===== src/rtihls_pkg.sv =====
// Shared types, constants and the arctangent table for the RGB to IHLS converter.
package rtihls_pkg;

    localparam int XW    = 28;   // CORDIC x/y width, covers gain of about 1.65
    localparam int ZW    = 20;   // angle width, radians Q16
    localparam int SUMW  = 18;   // luminance weighted sum width
    localparam int STEPS = 17;   // vectoring iterations

    localparam logic signed [ZW-1:0] ANG_PI     = 20'sd205887;
    localparam logic signed [ZW-1:0] ANG_TWO_PI = 20'sd411775;
    localparam logic [16:0]          SQRT3_Q16  = 17'd113512;

    localparam logic [9:0]  LUM_R   = 10'd210;
    localparam logic [9:0]  LUM_G   = 10'd715;
    localparam logic [9:0]  LUM_B   = 10'd72;
    localparam logic [9:0]  LUM_DIV = 10'd1000;
    // floor(2^28 / 1000) and floor(2^40 / 411775)
    localparam logic [18:0] LUM_RECIP = 19'd268435;
    localparam logic [21:0] HUE_RECIP = 22'd2670175;

    localparam logic [7:0] HUE_HALF = 8'd127;

    typedef struct packed {
        logic signed [XW-1:0] x;
        logic signed [XW-1:0] y;
        logic signed [ZW-1:0] z;
        logic                 ys_zero;
        logic                 ys_pos;
        logic                 xs_neg;
        logic [7:0]           sat;
        logic [SUMW-1:0]      lum_sum;
    } cordic_t;

    function automatic logic signed [ZW-1:0] atan_q16(input int idx);
        logic signed [ZW-1:0] v;
        case (idx)
            0:  v = 20'sd51472;
            1:  v = 20'sd30386;
            2:  v = 20'sd16055;
            3:  v = 20'sd8150;
            4:  v = 20'sd4091;
            5:  v = 20'sd2047;
            6:  v = 20'sd1024;
            7:  v = 20'sd512;
            8:  v = 20'sd256;
            9:  v = 20'sd128;
            10: v = 20'sd64;
            11: v = 20'sd32;
            12: v = 20'sd16;
            13: v = 20'sd8;
            14: v = 20'sd4;
            15: v = 20'sd2;
            16: v = 20'sd1;
            default: v = '0;
        endcase
        return v;
    endfunction

endpackage


===== src/rtihls_front.sv =====
// Input stage: chromatic vector set-up, saturation and luminance sum.
module rtihls_front import rtihls_pkg::*; (
    input  logic       clk,
    input  logic       rst_n,
    input  logic       adv,
    input  logic       vld_in,
    input  logic [7:0] red,
    input  logic [7:0] green,
    input  logic [7:0] blue,
    output logic       vld_out,
    output cordic_t    data_out
);

    logic signed [10:0]   xs;
    logic signed [9:0]    ys;
    logic signed [XW-1:0] x_mul;
    logic signed [XW-1:0] y_mul;
    logic signed [XW-1:0] k_ext;
    logic [7:0]           mx;
    logic [7:0]           mn;
    logic                 vld_reg;
    cordic_t              data_reg;
    cordic_t              data_next;

    always_comb
    begin
        xs    = $signed({2'b00, red, 1'b0}) - $signed({3'b000, green})
                - $signed({3'b000, blue});
        ys    = $signed({2'b00, green}) - $signed({2'b00, blue});
        k_ext = $signed({{(XW-17){1'b0}}, SQRT3_Q16});
        x_mul = XW'(xs) <<< 16;
        y_mul = XW'(ys) * k_ext;

        mx = red;
        mn = red;
        if (green > mx) mx = green;
        if (blue  > mx) mx = blue;
        if (green < mn) mn = green;
        if (blue  < mn) mn = blue;

        data_next.xs_neg  = xs[10];
        data_next.ys_zero = (ys == '0);
        data_next.ys_pos  = !ys[9] && (ys != '0);
        // left half-plane: rotate by pi first
        data_next.x  = xs[10] ? -x_mul : x_mul;
        data_next.y  = xs[10] ? -y_mul : y_mul;
        data_next.z  = xs[10] ? ANG_PI : '0;
        data_next.sat = mx - mn;
        data_next.lum_sum = SUMW'(red) * SUMW'(LUM_R) + SUMW'(green) * SUMW'(LUM_G)
                          + SUMW'(blue) * SUMW'(LUM_B);
    end

    always_ff @(posedge clk or negedge rst_n)
    begin
        if (!rst_n)
        begin
            vld_reg <= 1'b0;
        end
        else if (adv)
        begin
            vld_reg <= vld_in;
        end
    end

    always_ff @(posedge clk)
    begin
        if (adv)
        begin
            data_reg <= data_next;
        end
    end

    assign vld_out  = vld_reg;
    assign data_out = data_reg;

endmodule


===== config.mk =====
export PLATFORM = sky130hd
export DESIGN_NAME = rtihls_front
export DESIGN_NICKNAME = d
export VERILOG_FILES = /design/src/rtihls_pkg.sv /design/src/rtihls_front.sv
export SDC_FILE = /design/constraint.sdc
export NUM_CORES = 1
export LEC_CHECK = 0
export BUFFER_PORTS_ARGS = -buffer_cell sky130_fd_sc_hd__buf_2
export CELL_PAD_IN_SITES_DETAIL_PLACEMENT = 0
export CELL_PAD_IN_SITES_GLOBAL_PLACEMENT = 1
export CORE_ASPECT_RATIO = 0.75
export CORE_MARGIN = 4
export CORE_UTILIZATION = 51
export DETAILED_ROUTE_END_ITERATION = 10
export PLACE_DENSITY_LB_ADDON = 0.1
export SYNTH_ARGS = -nofsm -noshare
export SYNTH_HDL_FRONTEND = slang
export SYNTH_SLANG_ARGS = --single-unit

===== constraint.sdc =====
create_clock -name clk -period 2.05 [get_ports clk]
set_clock_uncertainty 0.05 [all_clocks]
set_input_delay 0.205 -clock clk [delete_from_list [all_inputs] [get_ports clk]]
set_output_delay 0.205 -clock clk [all_outputs]
set_load 0.02 [all_outputs]

==> impl_metrics.py <==
metrics = {
    "run_status": {
        "status": "complete, but fails checks",
        "violations": "setup timing",
    },
    "worst_setup_path": {
        "critical_path_required_ns": 2.08,
        "critPathMaxStageDelay_ns": 0.55,
        "cp.buffers_inverters": 6,
        "slowest_stage": "fa_2",
        "startpoint_type": "primary input",
        "critPathTopFamily": "adder cells",
        "cpMostUsedCell": "a21o_1",
        "crit_type": "primary input to flip-flop",
        "crit_path_max_fanout": 6,
        "cp-end-kind": "flip-flop",
        "cp.arrival_ns": 6.27,
    },
    "floorplanning": {
        "rows": 46,
        "dieArea_mm2": 0.02419,
        "fp.coreArea_mm2": 0.02124,
        "start_util": 0.5222,
        "ios": 134,
        "die_w_um": 178.3,
        "die_h_um": 135.7,
    },
    "layout": {
        "drive_above_1_share": 0.5317,
        "final_nets": 1992,
        "post-route-util": 0.8399,
        "area_delta_synth_final_pct": 60.85,
        "num_antenna_cells": 0,
        "nFillCells": 1143,
        "design_area_mm2": 0.01784,
    },
    "logic_synthesis": {
        "synth.distinct_cells": 76,
        "async_reset_ff_frac": 0.01515,
        "ys.flop_type": "edfxtp_1",
        "synth-seq-cells": 66,
        "ys_seq_area_frac": 0.1783,
        "syn-instance-count": 1135,
        "yosysWarnings": 0,
        "synth_edf_count": 65,
        "yosysTopAreaCell": "ha_1",
        "syn_avg_cell_area_um2": 9.770,
        "synthDominantCellAreaShare": 0.2448,
        "synthTopCellsByArea": "ha_1 (24%), edfxtp_1 (18%), fa_1 (17%), inv_1 (7.5%), xnor2_1 (4.6%)",
        "syn-cell-area_mm2": 0.01109,
    },
    "clock_tree": {
        "htree_levels": 3,
        "root_buffer": "clkbuf_16",
        "cts_max_path_buffers": 2,
        "cts_tree": "built",
        "cts.reportedPaths.clkPinSlew_ns": 0.06,
        "insertion_delay_ns": 0.34,
        "cts_inserted_buffers": 9,
        "clkSinkCount": 66,
    },
    "timing": {
        "setup_tns_ns": -182.73,
        "grt_setup_unrepaired": "true",
        "slew_viol_final": 0,
        "fin_crit_sh": 3.046,
        "hold_viol": 0,
        "max_freq_mhz": 160.1,
        "setup_ws_ns": -4.194,
        "setup_viol": 61,
        "fin_crit_ns": 6.244,
    },
    "grt": {
        "grt_pass1_wl_mm": 52.36,
        "grt_max_degree": 26,
        "grt_pass1_vias": 9653,
        "gr-total-overflow": 0,
        "grt.total_usage": 0.2834,
        "antenna_found_initial": 0,
    },
    "routing": {
        "wl_per_cell_um": 19.45,
        "ant_nets": 0,
        "drc_errors": 0,
        "vias": 10200,
        "drt_first_pass_iters": 5,
        "drt_iter0_drc": 677,
        "post_drt_via_cell_ratio": 5.243,
        "totalWireLength_mm": 37.83,
    },
    "place": {
        "hpwl_mm": 26.89,
        "port_buffers": 104,
        "place_congestion": 0.9294,
        "place_area_mm2": 0.01475,
    },
    "job": {
        "maxCapViolCount": 0,
    },
    "worst_hold_path": {
        "worst_hold_path_type": "primary input to flip-flop",
    },
}
-- cell usage after synthesis (all sizes together) (22+ instances only) --
master / number
a21o: 22
inv: 223
xnor2: 61
fa: 95
nor2: 58
a21oi: 58
nand2: 32
xor2: 26
buf: 46
ha: 217
o21ai: 48
edfxtp: 65
-- routing by layer --
layer  up-vias  share of wire  track usage
li1       4781              -            -
met1      4940           0.47       0.4401
met2       425           0.43       0.3997
met3        52          0.086      0.07450
met4         0          0.018      0.04985
met5         -              0            0
-- through the flow --
stage / hold WS, ns / worst slack (ns) / std cells
6_report: 0.05084 / -4.194 / 1945
3_5_place_dp: -0.06283 / -4.646 / 1817
4_1_cts: 0.05120 / -4.045 / 1891
2_1_floorplan: -0.1406 / -4.346 / 1165
5_1_grt: 0.04865 / -4.277 / 1945
3_3_place_gp: -0.06978 / -4.443 / 1817
-- final cells by class --
cell class	instances	area, um2	area share
clock buffers	10	229.0	0.01284
clock inverters	6	115.1	0.006453
inverters	223	882.1	0.04945
multi-input cells	827	10120	0.5674
flip-flops and latches	66	1977	0.1108
well taps	288	360.3	0.02020
repair buffers	525	4153	0.2328
-- layout by cell type, fill, tap and decap left out, types with 10 or more instances in the layout --
| cell type | count |
|---|---|
| ha_1 | 138 |
| o21ai_0 | 13 |
| o21ai_2 | 20 |
| ha_4 | 74 |
| a21oi_2 | 29 |
| buf_4 | 336 |
| conb_1 | 31 |
| buf_6 | 79 |
| clkbuf_16 | 10 |
| a21oi_1 | 21 |
| a21o_1 | 22 |
| xnor2_1 | 44 |
| inv_1 | 172 |
| xor2_1 | 15 |
| fa_2 | 17 |
| o21a_1 | 12 |
| fa_1 | 78 |
| buf_2 | 94 |
| nor2_2 | 13 |
| inv_2 | 41 |
| nor2_1 | 40 |
| mux2i_1 | 11 |
| edfxtp_1 | 65 |
| nand2_1 | 23 |
| xnor2_2 | 12 |
-- worst paths after layout --
| check | startpoint | endpoint | cells after the start | slack (ns) |
|---|---|---|---|---|
| setup / recovery | blue[1] | data_out[75] | 28 | -4.19 |
| hold / removal | vld_in | vld_out | 2 | 0.05 |
| setup reg to reg | vld_out | vld_out | 1 | 1.24 |
| hold reg to reg | vld_out | vld_out | 1 | 0.48 |
| max in group asynchronous | rst_n | vld_out | 2 | 1.75 |
| min in group asynchronous | rst_n | vld_out | 2 | 0.12 |
-- what timing repair did --
action,4_1_cts,5_1_grt
resized for setup,199,189
endpoints found under the hold margin,1,0
pin swaps,122,143
cloned,0,1
endpoints found under the setup margin,59,59
hold buffers,1,0
buffers inserted,63,60
-- cell families after synthesis --
kind of cell	Yosys count	synth area share
buffers and inverters	272	0.1075
other	1	0.0003382
flip-flops	66	0.1783
adder cells (fa/ha/maj)	312	0.4163
AND/OR/NAND/NOR	174	0.08112
AO/OA/AOI/OAI	201	0.1216
XOR/XNOR	87	0.07413
multiplexers	22	0.02065
-- sequential cells by signal (all words and copies together), names as in the netlist --
name / cells
data_out: 65
vld_out: 1
Power is left out: the tool's default activity adds up to more than one toggle a clock period on the data nets, which glitch-free logic cannot reach.
