===== src/rtihls_pkg.sv =====
// Shared types, constants and the arctangent table for the RGB to IHLS converter.
package rtihls_pkg;

    localparam int XW    = 28;   // CORDIC x/y width, covers gain of about 1.65
    localparam int ZW    = 20;   // angle width, radians Q16
    localparam int SUMW  = 18;   // luminance weighted sum width
    localparam int STEPS = 17;   // vectoring iterations

    localparam logic signed [ZW-1:0] ANG_PI     = 20'sd205887;
    localparam logic signed [ZW-1:0] ANG_TWO_PI = 20'sd411775;
    localparam logic [16:0]          SQRT3_Q16  = 17'd113512;

    localparam logic [9:0]  LUM_R   = 10'd210;
    localparam logic [9:0]  LUM_G   = 10'd715;
    localparam logic [9:0]  LUM_B   = 10'd72;
    localparam logic [9:0]  LUM_DIV = 10'd1000;
    // floor(2^28 / 1000) and floor(2^40 / 411775)
    localparam logic [18:0] LUM_RECIP = 19'd268435;
    localparam logic [21:0] HUE_RECIP = 22'd2670175;

    localparam logic [7:0] HUE_HALF = 8'd127;

    typedef struct packed {
        logic signed [XW-1:0] x;
        logic signed [XW-1:0] y;
        logic signed [ZW-1:0] z;
        logic                 ys_zero;
        logic                 ys_pos;
        logic                 xs_neg;
        logic [7:0]           sat;
        logic [SUMW-1:0]      lum_sum;
    } cordic_t;

    function automatic logic signed [ZW-1:0] atan_q16(input int idx);
        logic signed [ZW-1:0] v;
        case (idx)
            0:  v = 20'sd51472;
            1:  v = 20'sd30386;
            2:  v = 20'sd16055;
            3:  v = 20'sd8150;
            4:  v = 20'sd4091;
            5:  v = 20'sd2047;
            6:  v = 20'sd1024;
            7:  v = 20'sd512;
            8:  v = 20'sd256;
            9:  v = 20'sd128;
            10: v = 20'sd64;
            11: v = 20'sd32;
            12: v = 20'sd16;
            13: v = 20'sd8;
            14: v = 20'sd4;
            15: v = 20'sd2;
            16: v = 20'sd1;
            default: v = '0;
        endcase
        return v;
    endfunction

endpackage


===== src/rtihls_back.sv =====
// Output stages: angle fold-up, scaling to 8 bits and the luminance divide.
module rtihls_back import rtihls_pkg::*; (
    input  logic       clk,
    input  logic       rst_n,
    input  logic       adv,
    input  logic       vld_in,
    input  cordic_t    data_in,
    output logic       vld_out,
    output logic [7:0] sat_out,
    output logic [7:0] lum_out,
    output logic [7:0] hue_out
);

    // stage 1
    logic signed [ZW-1:0] zc;
    logic [18:0]          zu;
    logic [36:0]          lprod;
    logic                 vld1_reg;
    logic [26:0]          p1_reg;
    logic [SUMW-1:0]      sum1_reg;
    logic [7:0]           lq1_reg;
    logic [7:0]           sat1_reg;
    logic [1:0]           spec1_reg;   // {ys_zero, xs_neg}

    // stage 2
    logic [48:0]          hprod;
    logic [SUMW-1:0]      lrem;
    logic                 vld2_reg;
    logic [26:0]          p2_reg;
    logic [7:0]           hq2_reg;
    logic [7:0]           lum2_reg;
    logic [7:0]           sat2_reg;
    logic [1:0]           spec2_reg;

    // stage 3
    logic [26:0]          hrem;
    logic [8:0]           hq_fix;
    logic [7:0]           hue_next;
    logic                 vld3_reg;
    logic [7:0]           hue3_reg;
    logic [7:0]           lum3_reg;
    logic [7:0]           sat3_reg;

    always_comb
    begin
        zc = data_in.z;
        if (data_in.ys_pos)
        begin
            if (zc < 0)      zc = '0;
            if (zc > ANG_PI) zc = ANG_PI;
        end
        else
        begin
            // lower half: keep angle in [pi, 2pi), zero wraps to just below 2pi
            if (!data_in.xs_neg)
            begin
                if (zc >= 0) zc = -20'sd1;
                zc = zc + ANG_TWO_PI;
            end
            if (zc < ANG_PI)             zc = ANG_PI;
            if (zc > ANG_TWO_PI - 20'sd1) zc = ANG_TWO_PI - 20'sd1;
        end
        zu    = zc[18:0];
        lprod = 37'(data_in.lum_sum) * 37'(LUM_RECIP);
    end

    always_comb
    begin
        hprod = 49'(p1_reg) * 49'(HUE_RECIP);
        lrem  = sum1_reg - SUMW'(lq1_reg) * SUMW'(LUM_DIV);
    end

    always_comb
    begin
        hrem   = p2_reg - 27'(hq2_reg) * 27'(ANG_TWO_PI);
        hq_fix = {1'b0, hq2_reg} + ((hrem >= 27'(ANG_TWO_PI)) ? 9'd1 : 9'd0);
        priority if (spec2_reg[1])
            hue_next = spec2_reg[0] ? HUE_HALF : 8'd0;
        else if (hq_fix[8])
            hue_next = 8'hff;
        else
            hue_next = hq_fix[7:0];
    end

    always_ff @(posedge clk or negedge rst_n)
    begin
        if (!rst_n)
        begin
            vld1_reg <= 1'b0;
            vld2_reg <= 1'b0;
            vld3_reg <= 1'b0;
        end
        else if (adv)
        begin
            vld1_reg <= vld_in;
            vld2_reg <= vld1_reg;
            vld3_reg <= vld2_reg;
        end
    end

    always_ff @(posedge clk)
    begin
        if (adv)
        begin
            p1_reg    <= (27'(zu) << 8) - 27'(zu);
            sum1_reg  <= data_in.lum_sum;
            lq1_reg   <= lprod[35:28];
            sat1_reg  <= data_in.sat;
            spec1_reg <= {data_in.ys_zero, data_in.xs_neg};

            p2_reg    <= p1_reg;
            hq2_reg   <= hprod[47:40];
            lum2_reg  <= lq1_reg + ((lrem >= SUMW'(LUM_DIV)) ? 8'd1 : 8'd0);
            sat2_reg  <= sat1_reg;
            spec2_reg <= spec1_reg;

            hue3_reg  <= hue_next;
            lum3_reg  <= lum2_reg;
            sat3_reg  <= sat2_reg;
        end
    end

    assign vld_out = vld3_reg;
    assign sat_out = sat3_reg;
    assign lum_out = lum3_reg;
    assign hue_out = hue3_reg;

endmodule


===== config.mk =====
export PLATFORM = sky130hd
export DESIGN_NAME = rtihls_back
export DESIGN_NICKNAME = d
export VERILOG_FILES = /design/src/rtihls_pkg.sv /design/src/rtihls_back.sv
export SDC_FILE = /design/constraint.sdc
export NUM_CORES = 1
export LEC_CHECK = 0
export BUFFER_PORTS_ARGS = -buffer_cell sky130_fd_sc_hd__buf_4
export CORE_MARGIN = 3
export CORE_UTILIZATION = 64
export CTS_CLUSTER_DIAMETER = 50
export DETAILED_ROUTE_END_ITERATION = 8
export HOLD_SLACK_MARGIN = 0.06
export PLACE_DENSITY = 0.89
export SYNTH_ARGS = -nofsm -noshare
export SYNTH_HDL_FRONTEND = slang
export SYNTH_SLANG_ARGS = --single-unit

===== constraint.sdc =====
create_clock -name clk -period 21.3 [get_ports clk]
set_clock_uncertainty 0.15 [all_clocks]
set_input_delay 3.195 -clock clk [delete_from_list [all_inputs] [get_ports clk]]
set_output_delay 3.195 -clock clk [all_outputs]
set_load 0.005 [all_outputs]

==> flow_metrics.env, run 1 <==
export IMPL_status="complete, no violations"
export IMPL_dp_cells=2866
export IMPL_grt_pass1_vias=19660
export IMPL_fin_ws_ps=9982
export IMPL_drv_slew=0
export IMPL_synth_edff_count=137
export IMPL_path_clk_slew_ps=60
export IMPL_fillerInstances=2536
export IMPL_critPathMaxStageDelay_ps=620
export IMPL_synth_cells=2308
export IMPL_yosysWarnings=0
export IMPL_antenna_diode_count=0
export IMPL_io_pins=134
export IMPL_cts_tree="done"
export IMPL_fmax_mhz=88.35
export IMPL_place_port_buffers=77
export IMPL_viasPerCell=6.100
export IMPL_slowest_stage="clkinv_1"
export IMPL_antenna_found_initial=0
export IMPL_cts_resized_gates=0
export IMPL_fp_row_count=71
export IMPL_dieHeight_um=202.0
export IMPL_clk_path_buf_depth=2
export IMPL_critPathCaptureType="register"
export IMPL_post_route_min_period_ps=11320
export IMPL_routed_wl_mm=59.65
export IMPL_first_iter_violations=1374
export IMPL_ys_seq_elements=140
export IMPL_root_buffer="clkbuf_16"
export IMPL_crit_top_cell="ha_1"
export IMPL_area_delta_synth_final_pct=6.857
export IMPL_post_drt_wl_per_cell_um=20.58
export IMPL_firstDrtPassIters=5
export IMPL_instances_no_fill=2898
export IMPL_min_path_type="register to register"
export IMPL_yosysUniqueCellTypes=96
export IMPL_cts_buffers=17
export IMPL_grt_pass1_wl_mm=98.66
export IMPL_nets=3329
export IMPL_cts_sinks=140
export IMPL_synth_ff_type="edfxtp_1"
export IMPL_dp_hpwl_mm=49.25
export IMPL_core_area_um2=37760
export IMPL_dr_total_vias=17680
export IMPL_finalSetupViolCount=0
export IMPL_synth_nets=3263
export IMPL_gp_congestion=0.9870
export IMPL_htree_levels=4
export IMPL_critPathMaxFanout=46
export IMPL_final_hold_viol_count=0
export IMPL_ys_seq_area_share_pct=17.03
export IMPL_multiInputGateArea_um2=18310
export IMPL_grt_setup_unrepaired="false"
export IMPL_grt_max_degree=74
export IMPL_start_util_pct=65.15
export IMPL_synth_async_sr_flop_share_pct=2.143
export IMPL_ant_nets=0
export IMPL_fin_crit_sh_pct=53.14
export IMPL_path_class="input port to register"
export IMPL_clock_latency_ps=450
export IMPL_cts_setup_buffers=0
export IMPL_start_kind="input port"
export IMPL_cp_data_required_time_ps=21330
export IMPL_die_area_um2=40820
export IMPL_ff_latch_area_um2=4189
export IMPL_maxSlewHeadroom_pct=38.99
export IMPL_synth_avg_cell_area_um2=10.66
export IMPL_maxCapViolCount=0
export IMPL_tightest_slew_ps=915.2
export IMPL_drive_gt1_share_pct=6.410
export IMPL_drc_errors=0
export IMPL_utilization_pct=69.61
export IMPL_cts_hold_buf=0
export IMPL_totalNegativeSetupSlack_ps=0
export IMPL_synth_area_um2=24600
export IMPL_critPathArrivalTime_ps=11350
export IMPL_pre_cts_slack_ps=9657
export IMPL_overflow=0
export IMPL_die_w_um=202.0
export IMPL_grt_total_usage_pct=30.52
[kinds of logic after synthesis]
logic type | count (synthesis) | share of synthesized area (%)
xor gates and xnor gates | 87 | 3.098
adders and majority gates | 846 | 54.18
buffers and inverters | 555 | 8.536
AOI/OAI and AO/OA | 347 | 9.706
DFF | 140 | 17.03
and+or+nand+nor | 325 | 7.107
muxes | 8 | 0.3459
[Yosys cell counts, drive strengths merged (10+ instances only)]
cell type,count,area [µm²]
fa,365,7307
nand2,65,244.0
nand2b,23,143.9
xor2,26,227.7
a31oi,10,62.56
inv,522,1959
nor2b,20,125.1
or2,10,65.07
o21ai,63,315.3
o21bai,15,116.4
a21oi,86,437.9
nor2,72,272.8
a21o,47,352.8
nor3,28,166.4
nand3,32,160.2
o21a,12,90.09
nand4,19,125.1
edfxtp,137,4114
clkbuf,24,90.09
xnor2,61,534.3
o211ai,10,75.07
ha,481,6018
[path summary, 6_finish.rpt]
kind,start,end,slack (ps),depth (start not counted)
min,lum2_reg[5]$_DFFE_PP_,lum_out[5]$_DFFE_PP_,270,0
min in group asynchronous,rst_n,vld2_reg$_DFFE_PN0P_,2370,1
min reg2reg,lum2_reg[5]$_DFFE_PP_,lum_out[5]$_DFFE_PP_,270,0
max reg2reg,p1_reg[17]$_DFFE_PP_,hq2_reg[7]$_DFFE_PP_,13110,23
max in group asynchronous,rst_n,vld1_reg$_DFFE_PN0P_,18530,1
max,data_in[48],p1_reg[24]$_DFFE_PP_,9980,30
[through the flow]
stage	cell area, µm²	hold WS, ps
floorplan	24600	250.3
global placement	25700	252.2
detailed placement	25700	255.4
CTS	26280	270.0
global route	26280	272.4
finish	26280	268.5
[cell type report]
class	count	share of cell area, %
multi-input cells	1613	69.66
flip-flops and latches	140	15.94
inverters	523	7.469
well taps	511	2.433
repair buffers	79	2.271
clock buffers	17	1.619
clock inverters	15	0.6141
[layer usage]
metal	vias to the layer above	wire length, µm	global-route usage, %
li1	7870	-	-
met1	8755	22080	35.88
met2	813	30680	54.34
met4	0	2934	15.30
met3	241	3961	4.928
met5	-	0	0
[layout by cell type (no fill, tap or decap), drive strengths merged, types with 61 or more instances in the layout]
| cell | n |
|---|---|
| o21ai | 63 |
| edfxtp | 137 |
| nor2 | 72 |
| a21oi | 86 |
| inv | 527 |
| xnor2 | 61 |
| ha | 481 |
| fa | 365 |
| buf | 79 |
| nand2 | 65 |
[worst max-delay path: cells and delay by family]
family | cells | cell delay, ps
adder cells (fa/ha/maj) | 3 | 1070
AND/OR/NAND/NOR | 7 | 1480
XOR/XNOR | 1 | 180
AO/OA/AOI/OAI | 16 | 4240
buffers and inverters | 3 | 1170
Power of run 1 is left out: the tool's default activity adds up to more than one toggle a clock period on the data nets, which glitch-free logic cannot reach.
==> run 2: changes to the inputs <==
Settings changed: CORE_UTILIZATION 64 to 58, PLACE_DENSITY 0.89 to 0.85.
Clock period 21.3 ns to 9.3 ns, I/O delays scaled along.
==> flow_metrics.env, run 2 (synthesis gave the netlist of run 1 again) <==
export IMPL_cts_sinks=140
export IMPL_layout_common_cells="inv_1, ha_1, fa_1"
export IMPL_grt_pass1_vias=18950
export IMPL_place_port_buffers=77
export IMPL_met3_wirelength_mm=2.732
export IMPL_holdPathStages=0
export IMPL_critPathCaptureType="register"
export IMPL_min_path_type="register to register"
export IMPL_critPathMaxFanout=8
export IMPL_ff_latch_area_um2=4189
export IMPL_critPathArrivalTime_ps=8670
export IMPL_cts_resized_gates=0
export IMPL_multiInputGateArea_um2=18310
export IMPL_clk_path_buf_depth=2
export IMPL_slowest_stage="a311oi_1"
export IMPL_r2r_start="p1_reg[17]$_DFFE_PP_"
export IMPL_cp_data_required_time_ps=9330
export IMPL_first_iter_violations=1058
export IMPL_firstDrtPassIters=5
export IMPL_viasPerCell=5.788
export IMPL_drc_errors=0
export IMPL_overflow=0
export IMPL_cts_buffers=17
export IMPL_critPathMaxStageDelay_ps=550
export IMPL_ant_nets=0
export IMPL_fp_row_count=74
export IMPL_dieHeight_um=211.9
export IMPL_start_util_pct=59.43
export IMPL_grt_total_usage_pct=26.45
export IMPL_drive_gt1_share_pct=6.569
export IMPL_routed_wl_mm=55.50
export IMPL_grt_max_degree=77
export IMPL_wl_met1_mm=22.17
export IMPL_critPathLaunch="data_in[29]"
export IMPL_antenna_found_initial=0
export IMPL_die_w_um=211.9
export IMPL_nets=3332
export IMPL_drv_slew=0
export IMPL_core_area_um2=41390
export IMPL_crit_path_end="p1_reg[24]$_DFFE_PP_"
export IMPL_fmax_mhz=115.7
export IMPL_reg2reg_setup_slack_ps=1050
export IMPL_crit_top_cell="ha_1"
export IMPL_post_drt_wl_per_cell_um=18.99
export IMPL_path_clk_slew_ps=70
export IMPL_antenna_diode_count=0
export IMPL_status="complete, no violations"
export IMPL_fin_crit_sh_pct=92.92
export IMPL_clock_latency_ps=430
export IMPL_post_route_min_period_ps=8641
export IMPL_route_met2_wl_mm=28.77
export IMPL_start_kind="input port"
export IMPL_tightest_slew_ps=935.5
export IMPL_crit_family="compound AO/OA/AOI/OAI gates"
export IMPL_io_pins=134
export IMPL_final_hold_viol_count=0
export IMPL_path_buf_inv=3
export IMPL_path_class="input port to register"
export IMPL_cp_num_cells=30
export IMPL_grt_pass1_wl_mm=94.11
export IMPL_totalNegativeSetupSlack_ps=0
export IMPL_grt_setup_unrepaired="false"
export IMPL_die_area_um2=44910
export IMPL_cts_hold_buf=0
export IMPL_gp_congestion=0.9300
export IMPL_reg2reg_depth=23
export IMPL_area_delta_synth_final_pct=7.015
export IMPL_root_buffer="clkbuf_16"
export IMPL_dp_hpwl_mm=47.73
export IMPL_htree_levels=4
export IMPL_dr_total_vias=16910
export IMPL_finalSetupViolCount=0
export IMPL_layout_commonest_cell="inv_1"
export IMPL_maxCapViolCount=0
export IMPL_fillerInstances=3140
export IMPL_cts_setup_buffers=0
export IMPL_maxSlewHeadroom_pct=37.63
export IMPL_top_layer="met4"
export IMPL_r2r_end="hq2_reg[7]$_DFFE_PP_"
export IMPL_cts_tree="done"
[run 2: how the worst min path moves through the flow]
stage	endpoint	startpoint	slack, ps
4_1_cts	lum_out[5]$_DFFE_PP_	lum2_reg[5]$_DFFE_PP_	260
6_report	lum_out[1]$_DFFE_PP_	lum2_reg[1]$_DFFE_PP_	260
2_1_floorplan	lum_out[0]$_DFFE_PP_	lum2_reg[0]$_DFFE_PP_	250
5_1_grt	lum_out[5]$_DFFE_PP_	lum2_reg[5]$_DFFE_PP_	270
3_5_place_dp	lum_out[1]$_DFFE_PP_	lum2_reg[1]$_DFFE_PP_	250
3_3_place_gp	sat_out[2]$_DFFE_PP_	sat2_reg[2]$_DFFE_PP_	250
[run 2: through the flow]
stage               utilization, %  hold WS [ps]  std cells  setup slack [ps]  instance area [µm²]
floorplan                        -         250.3       2308              1075                24600
global placement             62.20         251.5       2890             454.7                25740
detailed placement           62.20         254.5       2890             361.5                25740
CTS                          63.60         261.7       2922             785.5                26320
global route                 63.60         268.3       2922             160.8                26320
finish                       63.60         262.2       2922             658.5                26320
[run 2: routing by layer]
| metal | vias to the layer above | GRT usage, % |
|---|---|---|
| met5 | - | 0 |
| met4 | 0 | 8.915 |
| met3 | 136 | 4.179 |
| met2 | 475 | 47.27 |
| met1 | 8435 | 32.78 |
| li1 | 7866 | - |
[run 2: layout make-up]
| type | count | area share, % |
|---|---|---|
| multi-input combinational | 1613 | 69.55 |
| timing repair buffer | 82 | 2.353 |
| clock buffer | 18 | 1.630 |
| sequential | 140 | 15.91 |
| inverter | 523 | 7.458 |
| tap | 532 | 2.529 |
| clock inverter | 14 | 0.5609 |
Power of run 2 is left out for the same reason.
