[config.mk]
export PLATFORM = sky130hd
export DESIGN_NAME = rtihls_cordic_stage
export DESIGN_NICKNAME = d
export VERILOG_FILES = /design/src/rtihls_pkg.sv /design/src/rtihls_cordic_stage.sv
export SDC_FILE = /design/constraint.sdc
export NUM_CORES = 1
export LEC_CHECK = 0
export BUFFER_PORTS_ARGS = -buffer_cell sky130_fd_sc_hd__buf_2
export CAP_MARGIN = 20
export CORE_MARGIN = 2
export CORE_UTILIZATION = 40
export DETAILED_ROUTE_END_ITERATION = 8
export SYNTH_ARGS = -nofsm -noshare
export SYNTH_HDL_FRONTEND = slang
export SYNTH_SLANG_ARGS = --single-unit
export TNS_END_PERCENT = 20
[constraint.sdc]
create_clock -name clk -period 1 [get_ports clk]
set_input_delay 0.2 -clock clk [delete_from_list [all_inputs] [get_ports clk]]
set_output_delay 0.2 -clock clk [all_outputs]
set_load 0.02 [all_outputs]
[src/rtihls_pkg.sv]
// Shared types, constants and the arctangent table for the RGB to IHLS converter.
package rtihls_pkg;

    localparam int XW    = 28;   // CORDIC x/y width, covers gain of about 1.65
    localparam int ZW    = 20;   // angle width, radians Q16
    localparam int SUMW  = 18;   // luminance weighted sum width
    localparam int STEPS = 17;   // vectoring iterations

    localparam logic signed [ZW-1:0] ANG_PI     = 20'sd205887;
    localparam logic signed [ZW-1:0] ANG_TWO_PI = 20'sd411775;
    localparam logic [16:0]          SQRT3_Q16  = 17'd113512;

    localparam logic [9:0]  LUM_R   = 10'd210;
    localparam logic [9:0]  LUM_G   = 10'd715;
    localparam logic [9:0]  LUM_B   = 10'd72;
    localparam logic [9:0]  LUM_DIV = 10'd1000;
    // floor(2^28 / 1000) and floor(2^40 / 411775)
    localparam logic [18:0] LUM_RECIP = 19'd268435;
    localparam logic [21:0] HUE_RECIP = 22'd2670175;

    localparam logic [7:0] HUE_HALF = 8'd127;

    typedef struct packed {
        logic signed [XW-1:0] x;
        logic signed [XW-1:0] y;
        logic signed [ZW-1:0] z;
        logic                 ys_zero;
        logic                 ys_pos;
        logic                 xs_neg;
        logic [7:0]           sat;
        logic [SUMW-1:0]      lum_sum;
    } cordic_t;

    function automatic logic signed [ZW-1:0] atan_q16(input int idx);
        logic signed [ZW-1:0] v;
        case (idx)
            0:  v = 20'sd51472;
            1:  v = 20'sd30386;
            2:  v = 20'sd16055;
            3:  v = 20'sd8150;
            4:  v = 20'sd4091;
            5:  v = 20'sd2047;
            6:  v = 20'sd1024;
            7:  v = 20'sd512;
            8:  v = 20'sd256;
            9:  v = 20'sd128;
            10: v = 20'sd64;
            11: v = 20'sd32;
            12: v = 20'sd16;
            13: v = 20'sd8;
            14: v = 20'sd4;
            15: v = 20'sd2;
            16: v = 20'sd1;
            default: v = '0;
        endcase
        return v;
    endfunction

endpackage

[src/rtihls_cordic_stage.sv]
// One registered CORDIC vectoring iteration.
module rtihls_cordic_stage import rtihls_pkg::*; #(
    parameter int IDX = 0
) (
    input  logic    clk,
    input  logic    rst_n,
    input  logic    adv,
    input  logic    vld_in,
    input  cordic_t data_in,
    output logic    vld_out,
    output cordic_t data_out
);

    logic    vld_reg;
    cordic_t data_reg;
    cordic_t data_next;
    logic signed [XW-1:0] dx;
    logic signed [XW-1:0] dy;

    always_comb
    begin
        data_next = data_in;
        dx = data_in.y >>> IDX;
        dy = data_in.x >>> IDX;
        if (!data_in.y[XW-1])
        begin
            data_next.x = data_in.x + dx;
            data_next.y = data_in.y - dy;
            data_next.z = data_in.z + atan_q16(IDX);
        end
        else
        begin
            data_next.x = data_in.x - dx;
            data_next.y = data_in.y + dy;
            data_next.z = data_in.z - atan_q16(IDX);
        end
    end

    always_ff @(posedge clk or negedge rst_n)
    begin
        if (!rst_n)
        begin
            vld_reg <= 1'b0;
        end
        else if (adv)
        begin
            vld_reg <= vld_in;
        end
    end

    always_ff @(posedge clk)
    begin
        if (adv)
        begin
            data_reg <= data_next;
        end
    end

    assign vld_out  = vld_reg;
    assign data_out = data_reg;

endmodule

==> Implementation_results.wiki, run 1 <==
{| class="wikitable"
! Metric !! Value
|-
| Worst-case setup margin in the final layout || -1.40 ns
|-
| Via count of the routed design || 9,159
|-
| Source-to-sink clock delay at the later pin of the worst-skew pair || 0.37 ns
|-
| Crit path DAT || 2.52 ns
|-
| DRC || 0
|-
| HPWL after DPL || 22,900 um
|-
| Clock Sinks || between 100 and 150
|-
| Top-area cell type share of the netlist area || 0.361
|-
| Main flop type after synthesis || sky130_fd_sc_hd__edfxtp_1
|-
| Overall Power || around 18 mW
|-
| Cell with the biggest individual delay on the critical path || sky130_fd_sc_hd__a2111oi_4
|-
| Async S/R FF share, synth || 0.00952
|-
| CP endpoint kind || flop
|-
| P_leak || 6.55 nW
|-
| Pin count of the biggest net entering global routing || 54
|-
| Setup repair after global routing missed its margin || yes
|-
| # IOs || about 220
|-
| Number of buffer and inverter instances along the worst setup path || 2
|-
| Origin of the worst min-delay path || data_in[15]
|-
| Path class of the lowest-slack min-delay path || in -> reg
|-
| Post-synthesis cell count || 934
|-
| Clock buffer count from CTS || 9
|-
| Routed via count divided by cell count || 5.23
|-
| Final antenna-violating net count || 0
|-
| Effective utilization at floorplan || 0.409
|-
| Die area || 22,800 um^2
|-
| Die height || 151 um
|-
| Detailed Routing Iterations Pass 1 || 5
|-
| Count of input and output buffers || 214
|-
| Average detailed-routed wire length per instance || 17.4 um
|-
| Initial antenna violation count || 0
|-
| Layout Area Growth over Synthesis || 69.0%
|-
| Number of placed cells counting well taps || 1,684
|-
| Worst Setup Start Kind || input port
|-
| Data required, critical path || 1.11 ns
|-
| Top area cells in the synthesized netlist || sky130_fd_sc_hd__edfxtp_1, sky130_fd_sc_hd__ha_1, sky130_fd_sc_hd__xnor2_1
|-
| Critical Path Max Stage Delay || 0.42 ns
|-
| CTS H-Tree Depth || 3
|-
| Endpoints failing hold || 0
|-
| F_max || 416 MHz
|-
| Fin Clk Skew || 0 ns
|-
| Number of distinct library cells after synthesis || 73
|-
| Synth warn || 0
|-
| Ant. Diodes || 0
|-
| Die boundary width || 151 um
|-
| Highest net fanout along the worst path || 3
|-
| Launch point of the critical path || data_in[77]
|-
| Syn Area/Cell || 9.26 um^2
|-
| Wire length of the first global-routing pass || 45,100 um
|-
| DRC marker count from the first detailed-route iteration || 674
|-
| Syn Nets || ~1,200
|-
| Final weighted congestion in routability-driven placement || between 0.9 and 1
|-
| Time the final worst path needs with I/O delays and setup || 2.40 ns
|-
| Worst IR Drop VDD || slightly above 800 uV
|-
| Worst path top cell family by delay || compound AO/OA/AOI/OAI gates
|-
| Number of flops mapped to enable cells by yosys || 104
|-
| Final critical-path share of the clock period || 2.40
|-
| Utilization after layout || 0.691
|-
| Number of global-route vias before repair || approximately 9,000
|-
| Post-synthesis register bit count || 105
|-
| Relative max-transition margin || 0.536
|-
| Total gr overflow || 0
|-
| Combined area of all synthesized cells || 8650 um^2
|-
| Number of slew-limit violations in the final report || 0
|-
| Result of the run || complete, but fails checks
|-
| Number of filler cells placed in the layout || 1,614
|-
| Clock-pin slew reported for the worst setup and hold paths after clock tree synthesis || about 0.090 ns
|-
| Standard-cell rows || 53
|-
| Beginning of the worst register-to-register path || vld_out$_DFFE_PN0P_
|-
| Pwr per Cell Area || ~1200 nW/um^2
|-
| Slew at the pin with the worst max-slew slack || approximately 0.70 ns
|-
| Core box area || 21,200 um^2
|-
| Maximum buffer depth of the clock tree || 2
|-
| Failing checks || setup timing
|-
| TritonCTS clock tree || yes
|-
| CTS root buf || sky130_fd_sc_hd__clkbuf_16
|-
| Total area of multi-input combinational cells || between 6000 and 7000 um^2
|-
| Max cap viols || 0
|-
| Ordered list of cells on the worst path || buf_12, ha_4, inv_2, fa_2, o21bai_4, a2111oi_4, o211ai_1, nand4_1, a21oi_2, o41ai_2, a211oi_1, a311o_1
|-
| Sequential Area || approximately 3100 um^2
|-
| Fraction of layout instances using a drive strength above 1 || 0.520
|-
| Final setup fails || 172
|-
| Synth area leader || sky130_fd_sc_hd__edfxtp_1
|-
| Final Routed Wirelength || 30,500 um
|-
| Combined global-route utilization of all metal layers || 0.252
|-
| Number of nets in the layout || 1,688
|-
| Share of synthesized area occupied by flip-flops and latches || 0.364
|-
| Count of placed standard cells in the final layout, fillers left out || 1,751
|-
| CP Class || in -> reg
|}
report_power, final:
part           internal [mW]  switching, mW  leakage (nW)
clock network           1.79           1.87         0.149
logic                   3.94           4.46          5.37
registers               5.64          0.173          1.03
total                   11.4           6.50          6.55
layout make-up:
class | count | area share
Timing Repair Buffer | 566 | 0.287
Inverter | 91 | 0.0273
Clock inverter | 7 | 0.00539
Multi-Input combinational cell | 698 | 0.426
Sequential cell | 105 | 0.215
Clock buffer | 9 | 0.0154
Tap cell | 275 | 0.0235
stage by stage:
stage	setup slack (ns)	TNS, ns	instance area, um^2	hold WS, ns
floorplan	-1.61	-62.97	9080	-0.0956
global placement	-2.00	-93.36	12600	-0.0253
detailed placement	-2.02	-94.43	12600	-0.0240
CTS	-1.44	-67.96	14000	0.000345
global route	-1.49	-77.96	14600	0.00362
finish	-1.40	-70.78	14600	0.00646
path summary, 6_finish.rpt:
check | depth (start not counted) | end | slack [ns]
max | 12 | data_out[101]$_DFFE_PP_ | -1.40
min | 1 | data_out[15]$_DFFE_PP_ | 0.006
max reg2reg | 1 | vld_out$_DFFE_PN0P_ | 0.23
min reg2reg | 1 | vld_out$_DFFE_PN0P_ | 0.54
max in group asynchronous | 2 | vld_out$_DFFE_PN0P_ | 0.76
min in group asynchronous | 2 | vld_out$_DFFE_PN0P_ | 0.15
metal layers:
metal / track usage / vias up / part of all wire
met3: 0.0307 / 50 / 0.075
met5: 0 / - / 0
li1: - / 4444 / -
met4: 0.0790 / 0 / 0.024
met1: 0.343 / 4299 / 0.43
met2: 0.419 / 366 / 0.48
timing repair:
item,CTS,global route
hold buffers,12,0
endpoints found under the hold margin,12,0
pin swaps,88,76
endpoints found under the setup margin,173,172
setup buffers,20,22
gates resized for setup,218,109
synthesized netlist by cell type, drive strengths merged, types with 10 or more instances:
library cell  number
edfxtp           104
ha               104
a21oi             93
inv               89
o21ai             71
nor2              68
xnor2             55
nand2             53
clkbuf            27
nor3              24
a21o              20
nor2b             15
buf               13
mux2i             13
o31ai             13
nand3             12
nand4             11
o21bai            11
a211oi            10
a31oi             10
kinds of logic (layout without fill, tap and decap cells):
logic type | Yosys count | in the layout | synth area share
compound gates | 286 | 286 | 0.211
flops | 105 | 105 | 0.364
buf+inv | 131 | 673 | 0.0587
simple gates | 227 | 227 | 0.127
xor+xnor | 63 | 63 | 0.0638
fa+ha+maj | 108 | 108 | 0.160
mux | 14 | 14 | 0.0163
sequential cells by signal (all words and copies together) (netlist names):
signal	count
vld_out	1
data_out	104
cell usage in the layout, fill, tap and decap left out, types with 9 or more instances in the layout:
master and instances:
sky130_fd_sc_hd__o21ai_0 30, sky130_fd_sc_hd__ha_4 29, sky130_fd_sc_hd__nand2_1 45, sky130_fd_sc_hd__ha_1 74, sky130_fd_sc_hd__xnor2_1 52, sky130_fd_sc_hd__buf_2 179, sky130_fd_sc_hd__a21oi_1 69, sky130_fd_sc_hd__clkbuf_16 9
sky130_fd_sc_hd__buf_4 302, sky130_fd_sc_hd__nor2b_1 10, sky130_fd_sc_hd__a21oi_2 18, sky130_fd_sc_hd__o21ai_2 20, sky130_fd_sc_hd__mux2i_1 9, sky130_fd_sc_hd__nor3_1 19, sky130_fd_sc_hd__nand3_1 12, sky130_fd_sc_hd__buf_6 58
sky130_fd_sc_hd__inv_1 68, sky130_fd_sc_hd__nand4_1 11, sky130_fd_sc_hd__a21o_1 19, sky130_fd_sc_hd__o21ai_1 17, sky130_fd_sc_hd__inv_2 12, sky130_fd_sc_hd__nor2_1 63, sky130_fd_sc_hd__edfxtp_1 104, sky130_fd_sc_hd__dlygate4sd3_1 12
No activity file was read; power rests on OpenSTA's default activity.
==> run 2: changes to the inputs <==
- ABC_AREA: default -> 1
- HOLD_SLACK_MARGIN: default -> 0.15
==> run 2 against run 1 <==
Against the previous run: the run still ends with setup timing left; wire length increased by 40%; cell count up 40%; combinational power rose by 21%; total power grew 10%; clock power up 6.0%; maximum frequency up 45%; critical path depth stayed put; worst setup slack improved by 0.75 ns; synthesized area up 21%.
==> Implementation_results.wiki, run 2 <==
{| class="wikitable"
! Metric !! Value
|-
| Ant. Diodes || 0
|-
| Setup repair after global routing missed its margin || yes
|-
| Failing checks || setup timing
|-
| Post-synthesis cell count || 1,541
|-
| Clock buffer count from CTS || 9
|-
| Post-layout instance area || 18,000 um^2
|-
| Number of placed cells counting well taps || 2,318
|-
| Core box area || 25,900 um^2
|-
| Share of synthesized area occupied by flip-flops and latches || 0.300
|-
| F_max || about 600 MHz
|-
| DRC || 0
|-
| Layout Area Growth over Synthesis || 71.7%
|-
| Path class of the lowest-slack min-delay path || in -> reg
|-
| Area share of xor/xnor cells in the synthesized design || 0.0250
|-
| Time the final worst path needs with I/O delays and setup || roughly 1.7 ns
|-
| DRC marker count from the first detailed-route iteration || 839
|-
| Clock-pin slew reported for the worst setup and hold paths after clock tree synthesis || roughly 0.090 ns
|-
| Simple-Gate Fraction of Synth Area || 0.319
|-
| Standard-cell rows || 59
|-
| Met3 wire length || approximately 2400 um
|-
| P_leak || 8.92 nW
|-
| Commonest non-fill, non-tap cell in the layout || sky130_fd_sc_hd__nand2_1
|-
| Pin count of the biggest net entering global routing || 57
|-
| Clock Sinks || 105
|-
| Number of global-route vias before repair || 12,400
|-
| Die area || 27,500 um^2
|-
| Combinational family with the most area after synthesis || simple AND/OR/NAND/NOR gates
|-
| Post-synthesis register bit count || 105
|-
| Maximum buffer depth of the clock tree || 2
|-
| List of most frequent post-synthesis cells || sky130_fd_sc_hd__nand2_1, sky130_fd_sc_hd__inv_1, sky130_fd_sc_hd__nand3_1, sky130_fd_sc_hd__edfxtp_1, sky130_fd_sc_hd__ha_1
|-
| Source-to-sink clock delay at the later pin of the worst-skew pair || approximately 0.37 ns
|-
| Final antenna-violating net count || 0
|-
| Post-place instance area || 14,000 um^2
|-
| Result of the run || complete, but fails checks
|-
| Final weighted congestion in routability-driven placement || between 0.9 and 1
|-
| Top-area cell type share of the netlist area || 0.298
|-
| CTS H-Tree Depth || 3
|-
| Max cap viols || 0
|-
| Main flop type after synthesis || sky130_fd_sc_hd__edfxtp_1
|-
| Worst-case setup margin in the final layout || -0.656 ns
|-
| Number of slew-limit violations in the final report || 0
|-
| Worst IR Drop VDD || 857 uV
|-
| Effective utilization at floorplan || 0.405
|-
| Routed met2 length || 20,900 um
|-
| Synth warn || 0
|-
| Pwr per Cell Area || between 1000 and 1500 nW/um^2
|-
| CP endpoint kind || flop
|-
| Final Routed Wirelength || 42,500 um
|-
| HPWL after DPL || 29,400 um
|-
| Combined global-route utilization of all metal layers || 0.280
|-
| Detailed-routing wirelength on met1 || 17,300 um
|-
| Via count of the routed design || 12,700
|-
| Portion of netlist area occupied by mux cells || 0.00203
|-
| Number of distinct library cells after synthesis || 38
|-
| Count of placed standard cells in the final layout, fillers left out || 2,444
|-
| Total gr overflow || 0
|-
| Number of flops mapped to enable cells by yosys || between 100 and 150
|-
| Combined area of all synthesized cells || 10,500 um^2
|-
| Wire length of the first global-routing pass || roughly 62,000 um
|-
| CP Class || in -> reg
|-
| Data required, critical path || 1.14 ns
|-
| Fraction of layout instances using a drive strength above 1 || 0.547
|-
| Count of input and output buffers || between 200 and 250
|-
| Average detailed-routed wire length per instance || 17.4 um
|-
| Die boundary width || 166 um
|-
| Number of nets in the layout || roughly 2,300
|-
| Fin Clk Skew || 0 ns
|-
| Syn Area/Cell || 6.81 um^2
|-
| Final critical-path share of the clock period || 1.66
|-
| Endpoints failing hold || 0
|-
| TritonCTS clock tree || yes
|-
| Synth area leader || sky130_fd_sc_hd__edfxtp_1
|-
| Commonest cells after routing, fill and taps aside || sky130_fd_sc_hd__nand2_1, sky130_fd_sc_hd__buf_4, sky130_fd_sc_hd__inv_1
|-
| Crit path DAT || 1.80 ns
|-
| Final setup fails || 172
|-
| Syn Nets || approximately 1,800
|-
| Detailed Routing Iterations Pass 1 || 6
|-
| Routed via count divided by cell count || between 5 and 6
|-
| Synthesized-area fraction occupied by ao, oa, aoi and oai cells || 0.0940
|-
| Top area cells in the synthesized netlist || sky130_fd_sc_hd__edfxtp_1, sky130_fd_sc_hd__nand2_1, sky130_fd_sc_hd__ha_1
|-
| Highest routed layer || met4
|-
| Flip-flop count of the largest register, all copies and words added || 104
|-
| Die height || 166 um
|-
| Fraction of the mapped netlist area in adder cells || 0.132
|-
| Async S/R FF share, synth || 0.00952
|-
| Worst Setup Start Kind || input port
|-
| # IOs || 215
|-
| Setup tns final || -42.29 ns
|-
| Highest net fanout along the worst path || 3
|-
| Slew at the pin with the worst max-slew slack || 0.565 ns
|-
| Relative max-transition margin || 0.624
|-
| CTS root buf || sky130_fd_sc_hd__clkbuf_16
|-
| Initial antenna violation count || 0
|-
| Top-count cell post-synth || sky130_fd_sc_hd__nand2_1
|}
[run 2: cell types whose count changed in the layout (fill, tap and decap cells not counted), moves of 31 or more]
cell	previous run	this run
sky130_fd_sc_hd__nand2_2	5	165
sky130_fd_sc_hd__a21oi_2	18	49
sky130_fd_sc_hd__xnor2_1	52	5
sky130_fd_sc_hd__nand3_2	0	33
sky130_fd_sc_hd__a21oi_1	69	21
sky130_fd_sc_hd__nor2_1	63	22
sky130_fd_sc_hd__nand3_1	12	96
sky130_fd_sc_hd__inv_1	68	199
sky130_fd_sc_hd__nor2_2	2	33
sky130_fd_sc_hd__nand2_4	3	39
sky130_fd_sc_hd__inv_2	12	75
sky130_fd_sc_hd__nor2_4	3	55
sky130_fd_sc_hd__nand2_1	45	299
[run 2: power breakdown]
group / leakage, nW / switching [mW] / internal [mW]
logic: 7.74 / 5.84 / 4.34
clock network: 0.149 / 2.09 / 1.80
registers: 1.03 / 0.142 / 5.53
total: 8.92 / 8.06 / 11.7
[run 2: cell families (layout without fill, tap and decap cells)]
logic type,Yosys count,in the layout
and+or+nand+nor,792,792
buffers and inverters,327,895
AOI/OAI and AO/OA,177,177
adders and majority gates,108,108
DFF,105,105
xor gates and xnor gates,30,30
muxes,2,2
[run 2: layout make-up]
type                            instances  area (um^2)
Clock buffer                            9          225
Sequential cell                       105         3150
Timing Repair Buffer                  589         4470
Clock inverter                          7         83.8
Inverter                              290         1140
Tap cell                              335          419
Fill cell                            1978         7900
Multi-Input combinational cell       1109         8520
[run 2: critical path, stage by stage]
cell and delay (ns):
sky130_fd_sc_hd__buf_8 0.10, sky130_fd_sc_hd__buf_4 0.14, sky130_fd_sc_hd__ha_2 0.22, sky130_fd_sc_hd__inv_1 0.14, sky130_fd_sc_hd__o21ai_1 0.19, sky130_fd_sc_hd__a21oi_4 0.25, sky130_fd_sc_hd__nand2_4 0.10, sky130_fd_sc_hd__nand2_2 0.08
sky130_fd_sc_hd__nand2_2 0.06, sky130_fd_sc_hd__xor2_1 0.18, sky130_fd_sc_hd__nand2_1 0.06, sky130_fd_sc_hd__nand2_1 0.07
[run 2: through the flow]
step	hold slack [ns]	setup WS [ns]	util	total power, mW
after floorplan	-0.0956	-0.769	-	10.0
after global placement	-0.0254	-1.19	0.542	13.1
after detailed placement	-0.0232	-1.21	0.542	13.2
after CTS	0.212	-0.516	0.648	18.6
after global routing	0.235	-0.730	0.695	20.7
final	0.233	-0.656	0.695	19.7
[run 2: path summary, 6_finish.rpt]
kind,startpoint,endpoint,slack (ns),cells after the start
max,data_in[54],data_out[93]$_DFFE_PP_,-0.66,12
min,data_in[48],data_out[48]$_DFFE_PP_,0.23,5
max reg2reg,vld_out$_DFFE_PN0P_,vld_out$_DFFE_PN0P_,0.25,1
min reg2reg,vld_out$_DFFE_PN0P_,vld_out$_DFFE_PN0P_,0.53,1
max in group asynchronous,rst_n,vld_out$_DFFE_PN0P_,0.21,3
min in group asynchronous,rst_n,vld_out$_DFFE_PN0P_,0.68,3
[run 2: timing repair]
| item | CTS | global route |
|---|---|---|
| pin swaps | 149 | 133 |
| setup endpoints to repair | 175 | 173 |
| endpoints found under the hold margin | 35 | 0 |
| buffers inserted | 45 | 30 |
| resized for setup | 508 | 281 |
| hold buffers | 36 | 0 |
[run 2: layer usage]
metal / track usage / vias to the layer above
li1: - / 6021
met1: 0.340 / 5973
met2: 0.501 / 541
met3: 0.0353 / 151
met4: 0.111 / 0
met5: 0 / -
==> run 3: changes to the inputs <==
- clock period: 1 -> 2 ns (I/O delays scaled with it)
==> run 3 against run 2 <==
Against the previous run: the flow now finishes without violations; global-route usage decreased by 3.0 points; count of clock-buffer cells in the layout unchanged; register-to-register slack improved by 1.0 ns; worst setup slack improved by 0.72 ns; via count decreased by 11%; first-iteration DRC count decreased by 11%; clock power decreased by 48%; sequential share of layout area increased by 4.3 points; highest routed layer unchanged; wire length decreased by 17%; combinational power decreased by 63%; critical path type unchanged; die area unchanged.
==> Implementation_results.wiki, run 3 (synthesis gave the netlist of run 2 again) <==
{| class="wikitable"
! Metric !! Value
|-
| Final antenna-violating net count || 0
|-
| Commonest non-fill, non-tap cell in the layout || sky130_fd_sc_hd__nand2_1
|-
| Count of placed standard cells in the final layout, fillers left out || approximately 2,300
|-
| Standard-cell rows || 59
|-
| CTS H-Tree Depth || 3
|-
| CTS root buf || sky130_fd_sc_hd__clkbuf_16
|-
| Initial antenna violation count || 0
|-
| Pin count of the biggest net entering global routing || 57
|-
| Critical Path Max Stage Delay || 0.37 ns
|-
| Overall Power || 8.61 mW
|-
| Number of global-route vias before repair || 10,900
|-
| Detailed Routing Iterations Pass 1 || 5
|-
| Result of the run || complete, no violations
|-
| Path class of the lowest-slack min-delay path || in -> reg
|-
| Via count of the routed design || 11,300
|-
| Effective utilization at floorplan || 0.405
|-
| Tightest hold margin || 0.200 ns
|-
| Post-place instance area || 13,700 um^2
|-
| Die area || 27,500 um^2
|-
| F_max || 516 MHz
|-
| P_leak || 7.73 nW
|-
| Clock-pin slew reported for the worst setup and hold paths after clock tree synthesis || 0.09 ns
|-
| Fin Clk Skew || 0 ns
|-
| Crit path DAT || 2.07 ns
|-
| Routed via count divided by cell count || approximately 4.9
|-
| Post-layout instance area || 14,400 um^2
|-
| Die height || 166 um
|-
| Final setup fails || 0
|-
| Worst IR Drop VDD || between 300 and 400 uV
|-
| Commonest cells after routing, fill and taps aside || sky130_fd_sc_hd__nand2_1, sky130_fd_sc_hd__inv_1, sky130_fd_sc_hd__buf_4
|-
| Total gr overflow || 0
|-
| Time the final worst path needs with I/O delays and setup || 1.94 ns
|-
| Relative max-transition margin || 0.541
|-
| Data required, critical path || 2.13 ns
|-
| Pwr per Cell Area || ~600 nW/um^2
|-
| Combined global-route utilization of all metal layers || 0.249
|-
| Final critical-path share of the clock period || 0.968
|-
| Clock buffer count from CTS || 9
|-
| Highest net fanout along the worst path || 5
|-
| Number of slew-limit violations in the final report || 0
|-
| Number of nets in the layout || 2,191
|-
| Flip-flop count of the largest register, all copies and words added || ~100
|-
| Clock Sinks || around 110
|-
| Endpoints failing hold || 0
|-
| Number of placed cells counting well taps || ~2,300
|-
| Count of input and output buffers || ~210
|-
| # IOs || approximately 220
|-
| Worst Setup Start Kind || input port
|-
| Cell with the biggest individual delay on the critical path || sky130_fd_sc_hd__ha_2
|-
| Ant. Diodes || 0
|-
| Source-to-sink clock delay at the later pin of the worst-skew pair || 0.37 ns
|-
| Final weighted congestion in routability-driven placement || 0.929
|-
| Slew at the pin with the worst max-slew slack || 0.689 ns
|-
| CP Class || in -> reg
|-
| Ordered list of cells on the worst path || buf_2, inv_1, ha_2, buf_6, nand2_2, nor2_2, nand2_1, nand3_1, inv_1, nor2_1, o21ai_0, nand3_1, nand2_1
|-
| Die boundary width || 166 um
|-
| Core box area || 25,900 um^2
|-
| DRC marker count from the first detailed-route iteration || approximately 750
|-
| Max cap viols || 0
|-
| DRC || 0
|-
| Final Routed Wirelength || 35,400 um
|-
| Maximum buffer depth of the clock tree || 2
|-
| Wire length of the first global-routing pass || ~55,000 um
|-
| CP endpoint kind || flop
|-
| Layout Area Growth over Synthesis || 37.5%
|-
| TritonCTS clock tree || yes
|-
| Setup repair after global routing missed its margin || yes
|-
| Fraction of layout instances using a drive strength above 1 || 0.309
|-
| HPWL after DPL || 29,300 um
|-
| Average detailed-routed wire length per instance || 15.3 um
|}
[run 3: cell types whose count changed in the layout (fill, tap and decap cells not counted), sizes merged]
| cell | before | now |
|---|---|---|
| buf | 553 | 458 |
| clkinv | 4 | 3 |
| dlygate4sd3 | 36 | 1 |
| inv | 293 | 294 |
[run 3: timing repair]
| item | 4_1_cts | 5_1_grt |
|---|---|---|
| gates cloned | 0 | 0 |
| pin swaps | 0 | 6 |
| endpoints found under the hold margin | 1 | 0 |
| hold buffers | 1 | 0 |
| buffers inserted | 0 | 0 |
| setup endpoints to repair | 21 | 44 |
| resized for setup | 6 | 100 |
[run 3: final timing paths]
path | start | to | slack (ns) | depth (start not counted)
min in group asynchronous | rst_n | vld_out$_DFFE_PN0P_ | 0.32 | 2
max reg2reg | vld_out$_DFFE_PN0P_ | vld_out$_DFFE_PN0P_ | 1.25 | 1
max | data_in[54] | data_out[63]$_DFFE_PP_ | 0.06 | 13
min reg2reg | vld_out$_DFFE_PN0P_ | vld_out$_DFFE_PN0P_ | 0.52 | 1
min | data_in[20] | data_out[20]$_DFFE_PP_ | 0.20 | 1
max in group asynchronous | rst_n | vld_out$_DFFE_PN0P_ | 1.60 | 2
[run 3: cell type report]
cell class              count  area, um^2
clock inverters             7        96.3
multi-input cells        1109        6460
flip-flops and latches    105        3150
repair buffers            459        2990
inverters                 290        1090
well taps                 335         419
clock buffers               9         225
fillers                  2500       11500
[run 3: power breakdown]
part / switching (mW) / internal (mW) / total (mW) / leakage [nW]
Clock: 1.08 / 0.922 / 2.00 / 0.156
Combinational: 2.26 / 1.51 / 3.77 / 6.55
Sequential: 0.0746 / 2.77 / 2.84 / 1.03
Total: 3.41 / 5.20 / 8.61 / 7.73
[run 3: layer usage]
metal,vias to the layer above,GRT usage,share of wire
met2,372,0.438,0.48
met3,53,0.0293,0.054
met1,5137,0.322,0.44
met5,-,0,0
li1,5756,-,-
met4,0,0.0741,0.025
[run 3: through the flow]
stage | TNS [ns] | worst slack, ns | util
finish | 0 | 0.0632 | 0.557
global placement | -18.13 | -0.523 | 0.529
floorplan | -0.0000738 | -0.0000738 | -
detailed placement | -18.92 | -0.525 | 0.529
CTS | -0.00677 | -0.00677 | 0.542
global route | -0.0807 | -0.0398 | 0.557
[run 3: critical path, delay by kind of cell]
family	cells	cell delay, ns
AO/OA/AOI/OAI	1	0.10
adder cells (fa/ha/maj)	1	0.37
AND/OR/NAND/NOR	7	0.82
buffers and inverters	4	0.37
